$ cat src/sv/d32sp_pkg.sv
// ----------------------------------------------------------------------------
// d32sp_pkg
// Types and constants shared by the decimal32 string parser modules.
// ----------------------------------------------------------------------------
package d32sp_pkg;

  localparam int CountBitsDef = 16;
  localparam int KeepDigits   = 7;
  localparam int InDataW      = 8;
  localparam int OutDataW     = 56;
  localparam int CountOutW    = 16;

  localparam logic [16:0] ExpBias      = 17'd101;
  localparam logic [16:0] ExpMaxBiased = 17'd191;

  localparam logic [7:0] ChMinus = 8'h2D;
  localparam logic [7:0] ChDot   = 8'h2E;
  localparam logic [7:0] ChZero  = 8'h30;
  localparam logic [7:0] ChNine  = 8'h39;

  localparam logic [0:0] ModeBid = 1'b0;
  localparam logic [0:0] ModeDpd = 1'b1;

  typedef enum logic [5:0] {
    ST_START = 6'b000001,
    ST_LZERO = 6'b000010,
    ST_INT   = 6'b000100,
    ST_FRAC  = 6'b001000,
    ST_CONV  = 6'b010000,
    ST_HOLD  = 6'b100000
  } state_t;

  typedef struct packed {
    logic set_neg;
    logic keep;
    logic exp_inc;
    logic exp_dec;
    logic count_inc;
    logic terminate;
    logic conv_step;
    logic load_out;
  } cmd_t;

  typedef struct packed {
    logic is_minus;
    logic is_zero;
    logic is_digit;
    logic is_dot;
    logic room;
    logic conv_last;
    logic out_busy;
  } status_t;

endpackage

$ cat src/sv/decimal32_string_parser.sv
// ----------------------------------------------------------------------------
// decimal32_string_parser
// Streams ASCII decimal text in and emits one decimal32 word per number.
//
// Channel  Direction  Contents
// in_      slave      one ASCII character per transaction
// out_     master     decimal32 word, consumed count, exponent range flag
// cfg_     write      encoding mode (0 BID, 1 DPD)
//
// Sign, digit and point characters are accepted back to back, without a stall.
// The terminating character starts a digit-serial conversion of the seven kept
// digits (one BCD digit per cycle into the binary significand) and a load step;
// in_tready is low through both, longer if the result register
// is still full. Reset clears the parser and selects BID encoding.
// A pending result does not block the characters of the next number.
// ----------------------------------------------------------------------------
module decimal32_string_parser #(
  parameter int COUNT_BITS = d32sp_pkg::CountBitsDef
) (
  input  logic                           clk,
  input  logic                           rst_n,
  input  logic                           cfg_wr_en,
  input  logic                           cfg_wr_data,  // encoding_mode
  input  logic                           in_tvalid,
  output logic                           in_tready,
  input  logic [d32sp_pkg::InDataW-1:0]  in_tdata,     // [7:0] ch
  output logic                           out_tvalid,
  input  logic                           out_tready,
  // [31:0] encoded_word, [47:32] consumed_count, [48] exponent_out_of_range
  output logic [d32sp_pkg::OutDataW-1:0] out_tdata
);
  import d32sp_pkg::*;

  cmd_t    cmd;
  status_t sts;

  d32sp_ctrl u_ctrl (
    .clk       (clk),
    .rst_n     (rst_n),
    .in_tvalid (in_tvalid),
    .in_tready (in_tready),
    .sts       (sts),
    .cmd       (cmd)
  );

  d32sp_dpath #(
    .COUNT_BITS (COUNT_BITS)
  ) u_dpath (
    .clk         (clk),
    .rst_n       (rst_n),
    .cfg_wr_en   (cfg_wr_en),
    .cfg_wr_data (cfg_wr_data),
    .in_tdata    (in_tdata),
    .out_tvalid  (out_tvalid),
    .out_tready  (out_tready),
    .out_tdata   (out_tdata),
    .cmd         (cmd),
    .sts         (sts)
  );

endmodule

$ cat src/sv/d32sp_ctrl.sv
// ----------------------------------------------------------------------------
// d32sp_ctrl
// Parse phase and conversion sequencing for the decimal32 string parser.
// ----------------------------------------------------------------------------
module d32sp_ctrl (
  input  logic              clk,
  input  logic              rst_n,
  input  logic              in_tvalid,
  output logic              in_tready,
  input  d32sp_pkg::status_t sts,
  output d32sp_pkg::cmd_t    cmd
);
  import d32sp_pkg::*;

  state_t state_r, state_nxt;
  logic   parsing;
  logic   acc;

  assign parsing   = (state_r == ST_START) || (state_r == ST_LZERO) ||
                     (state_r == ST_INT) || (state_r == ST_FRAC);
  assign in_tready = parsing;
  assign acc       = in_tvalid && parsing;

  always_comb begin
    state_nxt = state_r;
    cmd       = '0;
    case (state_r)
      ST_START, ST_LZERO, ST_INT, ST_FRAC: begin
        if (acc) begin
          if ((state_r == ST_START) && sts.is_minus) begin
            cmd.set_neg   = 1'b1;
            cmd.count_inc = 1'b1;
            state_nxt     = ST_LZERO;
          end else if (((state_r == ST_START) || (state_r == ST_LZERO)) && sts.is_zero) begin
            cmd.count_inc = 1'b1;
            state_nxt     = ST_LZERO;
          end else if (sts.is_digit && (state_r != ST_FRAC)) begin
            cmd.count_inc = 1'b1;
            cmd.keep      = sts.room;
            cmd.exp_inc   = !sts.room;
            state_nxt     = ST_INT;
          end else if (sts.is_digit) begin
            // Fraction digits past the kept seven are dropped; they only add to the consumed count.
            cmd.count_inc = 1'b1;
            cmd.keep      = sts.room;
            cmd.exp_dec   = sts.room;
          end else if (sts.is_dot && (state_r != ST_FRAC)) begin
            cmd.count_inc = 1'b1;
            state_nxt     = ST_FRAC;
          end else begin
            cmd.terminate = 1'b1;
            state_nxt     = ST_CONV;
          end
        end
      end
      ST_CONV: begin
        cmd.conv_step = 1'b1;
        if (sts.conv_last) begin
          state_nxt = ST_HOLD;
        end
      end
      ST_HOLD: begin
        if (!sts.out_busy) begin
          cmd.load_out = 1'b1;
          state_nxt    = ST_START;
        end
      end
      default: begin
        state_nxt = ST_START;
      end
    endcase
  end

  always_ff @(posedge clk) begin
    if (!rst_n) begin
      state_r <= ST_START;
    end else begin
      state_r <= state_nxt;
    end
  end

endmodule

$ cat src/sv/d32sp_dpath.sv
// ----------------------------------------------------------------------------
// d32sp_dpath
// Parser registers, significand conversion and result register.
// ----------------------------------------------------------------------------
module d32sp_dpath #(
  parameter int COUNT_BITS = d32sp_pkg::CountBitsDef
) (
  input  logic                           clk,
  input  logic                           rst_n,
  input  logic                           cfg_wr_en,
  input  logic                           cfg_wr_data,
  input  logic [d32sp_pkg::InDataW-1:0]  in_tdata,
  output logic                           out_tvalid,
  input  logic                           out_tready,
  output logic [d32sp_pkg::OutDataW-1:0] out_tdata,
  input  d32sp_pkg::cmd_t                cmd,
  output d32sp_pkg::status_t             sts
);
  import d32sp_pkg::*;

  localparam int WideW = (COUNT_BITS > CountOutW) ? COUNT_BITS : CountOutW;

  logic                  mode_r;
  logic [27:0]           bcd_r;
  logic [2:0]            left_r;
  logic signed [15:0]    exp_r;
  logic                  neg_r;
  logic [COUNT_BITS-1:0] count_r;

  logic [27:0]           snap_bcd_r;
  logic [27:0]           shift_r;
  logic                  snap_neg_r;
  logic [7:0]            snap_e_r;
  logic                  snap_bad_r;
  logic [CountOutW-1:0]  snap_count_r;
  logic                  snap_mode_r;
  logic [23:0]           mant_r;
  logic [2:0]            idx_r;

  logic                  out_valid_r;
  logic [31:0]           out_word_r;
  logic [CountOutW-1:0]  out_count_r;
  logic                  out_flag_r;

  logic signed [16:0]    biased;
  logic [WideW-1:0]      count_wide;
  logic [CountOutW-1:0]  count_sat;
  logic [31:0]           word_bid;
  logic [31:0]           word_dpd;
  logic [3:0]            top;

  function automatic logic [9:0] declet(input logic [11:0] x);
    logic [2:0] sel;
    logic [2:0] bcd, fgh, jkm;
    logic       d, h, m;
    logic [1:0] fg, jk;
    logic [9:0] r;
    sel = {x[11], x[7], x[3]};
    bcd = x[10:8];
    fgh = x[6:4];
    jkm = x[2:0];
    d   = x[8];
    h   = x[4];
    m   = x[0];
    fg  = x[6:5];
    jk  = x[2:1];
    case (sel)
      3'd0:    r = {bcd, fgh, 1'b0, jkm};
      3'd1:    r = {bcd, fgh, 3'b100, m};
      3'd2:    r = {bcd, jk, h, 3'b101, m};
      3'd3:    r = {bcd, 2'b10, h, 3'b111, m};
      3'd4:    r = {jk, d, fgh, 3'b110, m};
      3'd5:    r = {fg, d, 2'b01, h, 3'b111, m};
      3'd6:    r = {jk, d, 2'b00, h, 3'b111, m};
      default: r = {2'b00, d, 2'b11, h, 3'b111, m};
    endcase
    return r;
  endfunction

  // Character classes and status flags.
  assign sts.is_minus  = (in_tdata == ChMinus);
  assign sts.is_zero   = (in_tdata == ChZero);
  assign sts.is_digit  = (in_tdata >= ChZero) && (in_tdata <= ChNine);
  assign sts.is_dot    = (in_tdata == ChDot);
  assign sts.room      = (left_r != 3'd0);
  assign sts.conv_last = (idx_r == 3'(KeepDigits - 1));
  assign sts.out_busy  = out_valid_r && !out_tready;

  assign biased     = 17'(signed'(exp_r)) + signed'(ExpBias);
  assign count_wide = WideW'(count_r);
  assign count_sat  = (count_wide > WideW'({CountOutW{1'b1}})) ? {CountOutW{1'b1}}
                                                              : count_wide[CountOutW-1:0];

  // Encodings from the conversion registers.
  assign top = snap_bcd_r[27:24];

  always_comb begin
    if (mant_r[23]) begin
      word_bid = {snap_neg_r, 2'b11, snap_e_r, mant_r[20:0]};
    end else begin
      word_bid = {snap_neg_r, snap_e_r, mant_r[22:0]};
    end
    if (top[3]) begin
      word_dpd = {snap_neg_r, 2'b11, snap_e_r[7:6], top[0], snap_e_r[5:0],
                  declet(snap_bcd_r[23:12]), declet(snap_bcd_r[11:0])};
    end else begin
      word_dpd = {snap_neg_r, snap_e_r[7:6], top[2:0], snap_e_r[5:0],
                  declet(snap_bcd_r[23:12]), declet(snap_bcd_r[11:0])};
    end
  end

  always_ff @(posedge clk) begin
    if (!rst_n) begin
      mode_r  <= ModeBid;
      bcd_r   <= '0;
      left_r  <= 3'(KeepDigits);
      exp_r   <= '0;
      neg_r   <= 1'b0;
      count_r <= '0;
    end else begin
      if (cfg_wr_en) begin
        mode_r <= cfg_wr_data;
      end
      if (cmd.terminate) begin
        bcd_r   <= '0;
        left_r  <= 3'(KeepDigits);
        exp_r   <= '0;
        neg_r   <= 1'b0;
        count_r <= '0;
      end else begin
        if (cmd.set_neg) begin
          neg_r <= 1'b1;
        end
        if (cmd.keep) begin
          bcd_r  <= {bcd_r[23:0], in_tdata[3:0]};
          left_r <= left_r - 3'd1;
        end
        if (cmd.exp_inc && (exp_r != 16'sh7FFF)) begin
          exp_r <= exp_r + 16'sd1;
        end
        if (cmd.exp_dec && (exp_r != -16'sh8000)) begin
          exp_r <= exp_r - 16'sd1;
        end
        if (cmd.count_inc && (count_r != {COUNT_BITS{1'b1}})) begin
          count_r <= count_r + COUNT_BITS'(1);
        end
      end
    end
  end

  // Conversion registers carry no reset: they are loaded before use.
  always_ff @(posedge clk) begin
    if (cmd.terminate) begin
      snap_bcd_r   <= bcd_r;
      shift_r      <= bcd_r;
      snap_neg_r   <= neg_r;
      snap_e_r     <= biased[7:0];
      snap_bad_r   <= biased[16] || (biased > signed'(ExpMaxBiased));
      snap_count_r <= count_sat;
      snap_mode_r  <= mode_r;
      mant_r       <= '0;
      idx_r        <= '0;
    end else if (cmd.conv_step) begin
      // One decimal digit per cycle: mant * 10 + digit.
      mant_r  <= (mant_r << 3) + (mant_r << 1) + 24'(shift_r[27:24]);
      shift_r <= {shift_r[23:0], 4'd0};
      idx_r   <= idx_r + 3'd1;
    end
  end

  always_ff @(posedge clk) begin
    if (!rst_n) begin
      out_valid_r <= 1'b0;
    end else if (cmd.load_out) begin
      out_valid_r <= 1'b1;
    end else if (out_tready) begin
      out_valid_r <= 1'b0;
    end
  end

  always_ff @(posedge clk) begin
    if (cmd.load_out) begin
      out_word_r  <= (snap_mode_r == ModeDpd) ? word_dpd : word_bid;
      out_count_r <= snap_count_r;
      out_flag_r  <= snap_bad_r;
    end
  end

  assign out_tvalid = out_valid_r;
  assign out_tdata  = {7'd0, out_flag_r, out_count_r, out_word_r};

endmodule

$ cat config.mk
export PLATFORM = sky130hd
export DESIGN_NAME = decimal32_string_parser
export DESIGN_NICKNAME = d
export VERILOG_FILES = /design/src/sv/d32sp_pkg.sv /design/src/sv/decimal32_string_parser.sv /design/src/sv/d32sp_ctrl.sv /design/src/sv/d32sp_dpath.sv
export SDC_FILE = /design/constraint.sdc
export NUM_CORES = 1
export LEC_CHECK = 0
export ABC_AREA = 1
export BUFFER_PORTS_ARGS = -buffer_cell sky130_fd_sc_hd__buf_2
export CAP_MARGIN = 5
export CORE_ASPECT_RATIO = 0.9
export CORE_MARGIN = 8
export CORE_UTILIZATION = 40
export CTS_CLUSTER_DIAMETER = 120
export DETAILED_ROUTE_END_ITERATION = 8
export PLACE_DENSITY = 0.66
export SLEW_MARGIN = 30
export SYNTH_ARGS = -nofsm -noshare
export SYNTH_HDL_FRONTEND = slang
export SYNTH_HIERARCHICAL = 1
export SYNTH_SLANG_ARGS = --single-unit
$ cat constraint.sdc
create_clock -name clk -period 4.86 [get_ports clk]
set_input_delay 0.486 -clock clk [delete_from_list [all_inputs] [get_ports clk]]
set_output_delay 0.486 -clock clk [all_outputs]
set_load 0.05 [all_outputs]
======== After elaboration in Yosys (flattened, before gate mapping) ========
Cells that the tools add are included.
word-level totals
  word-level logic and storage cells ...... 130
  flip-flop bits (word level) ............. 231
  output and inout bits ................... 58
  input port bits ......................... 14
cells by class
  bitwise gates (word level) .............. 1
  $add $sub $neg .......................... 8
  multiplexer cells ....................... 42
  reductions and logical operators ........ 25
  magnitude comparators ................... 4
  equal/unequal tests ..................... 30
operator list
  kind                                                             number
  case mux 10 bit (7 select lines)                                 2
  two-way mux 31 bit                                               3
  two-way mux 28 bit                                               2
  two-way mux 6 bit                                                9
  inequality test 16 bit (second input constant)                   3
  two-way mux 16 bit                                               2
  adder 24 bit                                                     1
  adder 24 x 4 -> 24 bit                                           1
  equality test 8 x 6 -> 1 bit (second input constant)             3
  equality test 3 bit (second input constant)                      7
  two-way mux 1 bit                                                20
  case mux 6 bit (3 select lines)                                  1
  adder 16 x 8 -> 17 bit (second input constant)                   1
  greater-than comparator 17 x 9 -> 1 bit (second input constant)  1
  adder 16 x 1 -> 16 bit (second input constant)                   1
  adder 16 x 2 -> 16 bit (second input constant)                   1
  greater-than comparator 16 bit (second input constant)           1
  subtractor 16 x 2 -> 16 bit (second input constant)              1
  equality test 3 x 2 -> 1 bit (second input constant)             4
  logical AND 1 bit                                                10
  >= comparator 8 x 6 -> 1 bit (second input constant)             1
  <= comparator 8 x 6 -> 1 bit (second input constant)             1
  equality test 3 x 1 -> 1 bit (second input constant)             2
  equality test 6 x 1 -> 1 bit (second input constant)             1
  other kinds (22)                                                 31

======== Longest topological paths before layout ========
  depth after elaboration ................. 12
  mapped depth ............................ 20
  depth with buffers taken out ............ 20

======== Hierarchy ========
Netlist, hierarchy kept.
by module, submodules not included
  module       seq. area each (um2)  area an instance (um2)  cells an instance  instances
  d32sp_dpath  5825.6                11806.3                 1461               1
  d32sp_ctrl   120.1                 523.0                   93                 1

======== Least setup slack after synthesis ========
No wires, ideal clock.
  kind .................................... input port to flip-flop
  from .................................... input port in_tdata[7] (netlist bit)
  to ...................................... register u_dpath.shift_r[0] (enable)
  buffers on the path ..................... 1
  required time ........................... 4.349 ns
  stages on the path ...................... 11
  arrival time ............................ 3.186 ns
  library setup time ...................... 0.511 ns
  slack ................................... 1.164 ns
  path through ............................ nor2_1 -> nand3b_1 -> nor3_1 -> nand4_1 -> nand2_1 -> nor2_2 -> nand2_1 -> inv_1 -> buf_2 -> nor2_1 -> clkinv_1
RTL lines
  item                  line                           RTL
  start, declared       decimal32_string_parser.sv:26  input logic [d32sp_pkg::InDataW-1:0] in_tdata,
  end signal, assigned  d32sp_dpath.sv:155             shift_r <= bcd_r;
  end signal, assigned  d32sp_dpath.sv:166             shift_r <= {shift_r[23:0], 4'd0};
  end, declared         d32sp_dpath.sv:31              logic [27:0] shift_r;

==> impl_metrics.json <==
{
  "status": "finished clean",
  "tns_ns": 0,
  "layout.cells.non_filler": 2049,
  "worstMarginPinSlew_ns": 0.865,
  "peakVddDrop_mv": 0.284,
  "synth.most_common_cell": "nand2_1",
  "gp_congestion": 0.887,
  "p_switching_mw": 2.01,
  "setup_viol": 0,
  "cap_violations": 0,
  "hold_buffers": 0,
  "leakage_nw": 6.18,
  "final_area_um2": 14000,
  "startpoint_type": "register",
  "grt_overflow_total": 0,
  "root_buffer": "clkbuf_16",
  "p_per_area_nw_per_um2": 445,
  "hpwl_um": 21600,
  "boundaryPins": 72,
  "critPathMaxFanout": 17,
  "sw_frac_of_total_pct": 32.2,
  "hold_viol_final": 0,
  "critical_path_class": "reg2reg",
  "pwr-share-seq_pct": 43.6,
  "p_int_mw": 4.22,
  "drt_iter0_markers": 564,
  "die_w_um": 201,
  "post_cts_buffers": 0,
  "yosysSeqAreaShare_pct": 48.2,
  "reg2reg_setup_slack_ns": 1.68,
  "max_freq_ghz": 0.315,
  "ys_seq_elements": 231,
  "routed_wl_um": 29400,
  "cts_tree": "yes",
  "first_pass_iters": 5,
  "syn_area_um2": 12300,
  "grt_pass1_vias": 9604,
  "final_nets": 1701,
  "core_area_um2": 30600,
  "insertion_delay_ns": 0.54,
  "rsz0062_at_grt": "false",
  "p_comb_share_pct": 23.5,
  "numCtsBuffers": 26,
  "die_h_um": 183,
  "ys_top_cells_by_area": "edfxtp_1 32%, dfxtp_1 16%, nand2_1 14%",
  "netlist_top_cells_count": "467 x nand2_1, 208 x inv_1, 133 x nor2_1",
  "skew_ns": 0.0137,
  "hp-class": "in2reg",
  "cts_max_path_buffers": 3,
  "dieArea_um2": 36700,
  "grt_max_degree": 72,
  "path_clk_slew_ns": 0.06,
  "synth_top_area_cell": "edfxtp_1",
  "synth_warnings": 6,
  "port_buffers": 64,
  "vias_per_cell": 4.90,
  "htreeDepth": 1,
  "drive_gt1_share_pct": 9.02,
  "ant_nets": 0,
  "grt_pass1_wl_um": 48300,
  "wl_per_cell_um": 14.4,
  "async_flop_share_pct": 0,
  "slew_headroom_pct": 42.3,
  "initial_utilization_pct": 40.3,
  "synth-edff-count": 132,
  "synthFlopType": "edfxtp_1",
  "syn_to_final_growth_pct": 13.5,
  "synth_top_area_share_pct": 32.1,
  "placed_area_um2": 13100,
  "grt_antenna_before_repair": 0,
  "crit_path_end_kind": "register",
  "utilization_pct": 45.7,
  "p_total_mw": 6.23,
  "avgSynthCellArea_um2": 7.93,
  "maxSlewViolCount": 0,
  "cp.required_ns": 5.29,
  "cts-resized-gates": 0,
  "finalCritPeriodShare_pct": 65.3,
  "route.vias.total": 10038,
  "arrival_ns": 3.61,
  "grt_use_total_pct": 15.8,
  "dp_cells": 2001,
  "syn_inst": 1554,
  "clkPwrFrac_pct": 32.9,
  "fp-row-count": 61,
  "fin_crit_ns": 3.18,
  "synth.distinct_cells": 47,
  "antenna_cells": 0,
  "drc": 0,
  "clock_sinks": 231
}
==> layout by cell type (no fill, tap or decap), types with 3 or more instances in the layout <==
cell | synthesis | final
nor4_1 | 5 | 5
nor3_1 | 13 | 12
edfxtp_1 | 132 | 132
conb_1 | 1 | 7
a22oi_1 | 3 | 3
xor2_1 | 11 | 11
nand3_2 | 3 | 3
nand2_1 | 467 | 467
clkbuf_1 | 23 | 6
nor2_2 | 5 | 7
clkbuf_16 | 0 | 27
nand3_1 | 98 | 98
clkinv_1 | 4 | 4
clkinv_4 | 0 | 3
dfxtp_1 | 99 | 99
clkinv_2 | 1 | 4
buf_2 | 5 | 64
clkbuf_8 | 0 | 6
nand2_2 | 4 | 4
bufinv_16 | 0 | 3
o211ai_1 | 3 | 3
xnor2_1 | 11 | 11
o21ai_1 | 7 | 7
nand2_4 | 5 | 5
a21oi_1 | 118 | 118
fa_1 | 3 | 3
ha_1 | 64 | 64
o21ai_0 | 69 | 69
buf_4 | 9 | 8
nor2_1 | 133 | 130
inv_2 | 4 | 5
nand4_1 | 20 | 20
inv_1 | 208 | 206
==> critical path, stage by stage (launching register included) <==
cell and delay, ns:
dfxtp_1 0.40, nor2_2 0.09, nand2_1 0.08, clkinv_2 0.07, nand3_1 0.10, nand2_1 0.13, nor4_1 0.26, nand2_1 0.14
inv_1 0.47, ha_1 0.40, nand2_1 0.15, inv_1 0.05, a21oi_1 0.14, nand2_1 0.14, nand2_1 0.11, nand3_1 0.10
a21oi_1 0.18, nor2_1 0.06
==> registers in the layout, summed over array words and instances, names as in the netlist <==
| signal | cells |
|---|---|
| u_dpath/out_word_r | 32 |
| u_dpath/shift_r | 28 |
| u_dpath/exp_r | 16 |
| u_dpath/snap_mode_r | 1 |
| u_dpath/mant_r | 24 |
| u_dpath/bcd_r | 28 |
| u_dpath/idx_r | 3 |
| u_dpath/left_r | 3 |
| u_dpath/out_count_r | 16 |
| u_dpath/count_r | 16 |
| u_dpath/snap_neg_r | 1 |
| u_dpath/snap_bcd_r | 28 |
| u_dpath/snap_bad_r | 1 |
| u_dpath/snap_count_r | 16 |
| u_dpath/neg_r | 1 |
| u_dpath/out_flag_r | 1 |
| u_dpath/snap_e_r | 8 |
| u_dpath/mode_r | 1 |
| u_ctrl/state_r | 6 |
| u_dpath/out_tvalid | 1 |
==> layer usage <==
layer / up-vias / part of all wire [%] / GRT usage (%)
met5: - / 0 / 0
met4: 0 / 2.4 / 4.59
met3: 46 / 3.9 / 2.43
met2: 179 / 44 / 25.5
met1: 4606 / 49 / 21.6
li1: 5207 / - / -
==> metrics by stage <==
step | hold slack (ns) | worst slack, ns
3_3_place_gp | 0.404 | 1.31
2_1_floorplan | 0.400 | 1.16
3_5_place_dp | 0.405 | 1.24
4_1_cts | 0.118 | 1.66
6_report | 0.143 | 1.68
5_1_grt | 0.138 | 1.30
==> cell families (layout without fill, tap and decap cells) <==
family,after synthesis,after routing,share of synthesized area (%)
AOI/OAI and AO/OA,216,216,9.33
xor gates and xnor gates,22,22,1.56
other,1,7,0.0304
buffers and inverters,258,338,8.31
and+or+nand+nor,759,759,25.6
adders and majority gates,67,67,6.98
DFF,231,231,48.2
==> path summary, 6_finish.rpt <==
path / startpoint / endpoint / depth (start not counted)
max: u_ctrl/state_r[5] / u_dpath/exp_r[15] / 17
min: cfg_wr_en / u_dpath/mode_r / 2
max reg2reg: u_ctrl/state_r[5] / u_dpath/exp_r[15] / 17
min reg2reg: u_dpath/snap_count_r[14] / u_dpath/out_count_r[14] / 0
==> power by group through the flow <==
stage / sequential [mW] / clock, mW / combinational, mW
4_1_cts: 2.72 / 2.11 / 1.47
3_3_place_gp: 2.75 / 0 / 1.44
2_1_floorplan: 2.69 / 0 / 1.09
3_5_place_dp: 2.75 / 0 / 1.46
5_1_grt: 2.75 / 2.18 / 1.66
6_report: 2.72 / 2.05 / 1.47
==> cell type report <==
type | instances | area [µm²]
Clock buffer | 39 | 781
Clock inverter | 9 | 134
Fill cell | 2988 | 16600
Inverter | 217 | 817
Multi-Input combinational cell | 1071 | 5400
Sequential cell | 231 | 5950
Tap cell | 409 | 512
Timing Repair Buffer | 73 | 408
Power figures use the tool's default switching activity.
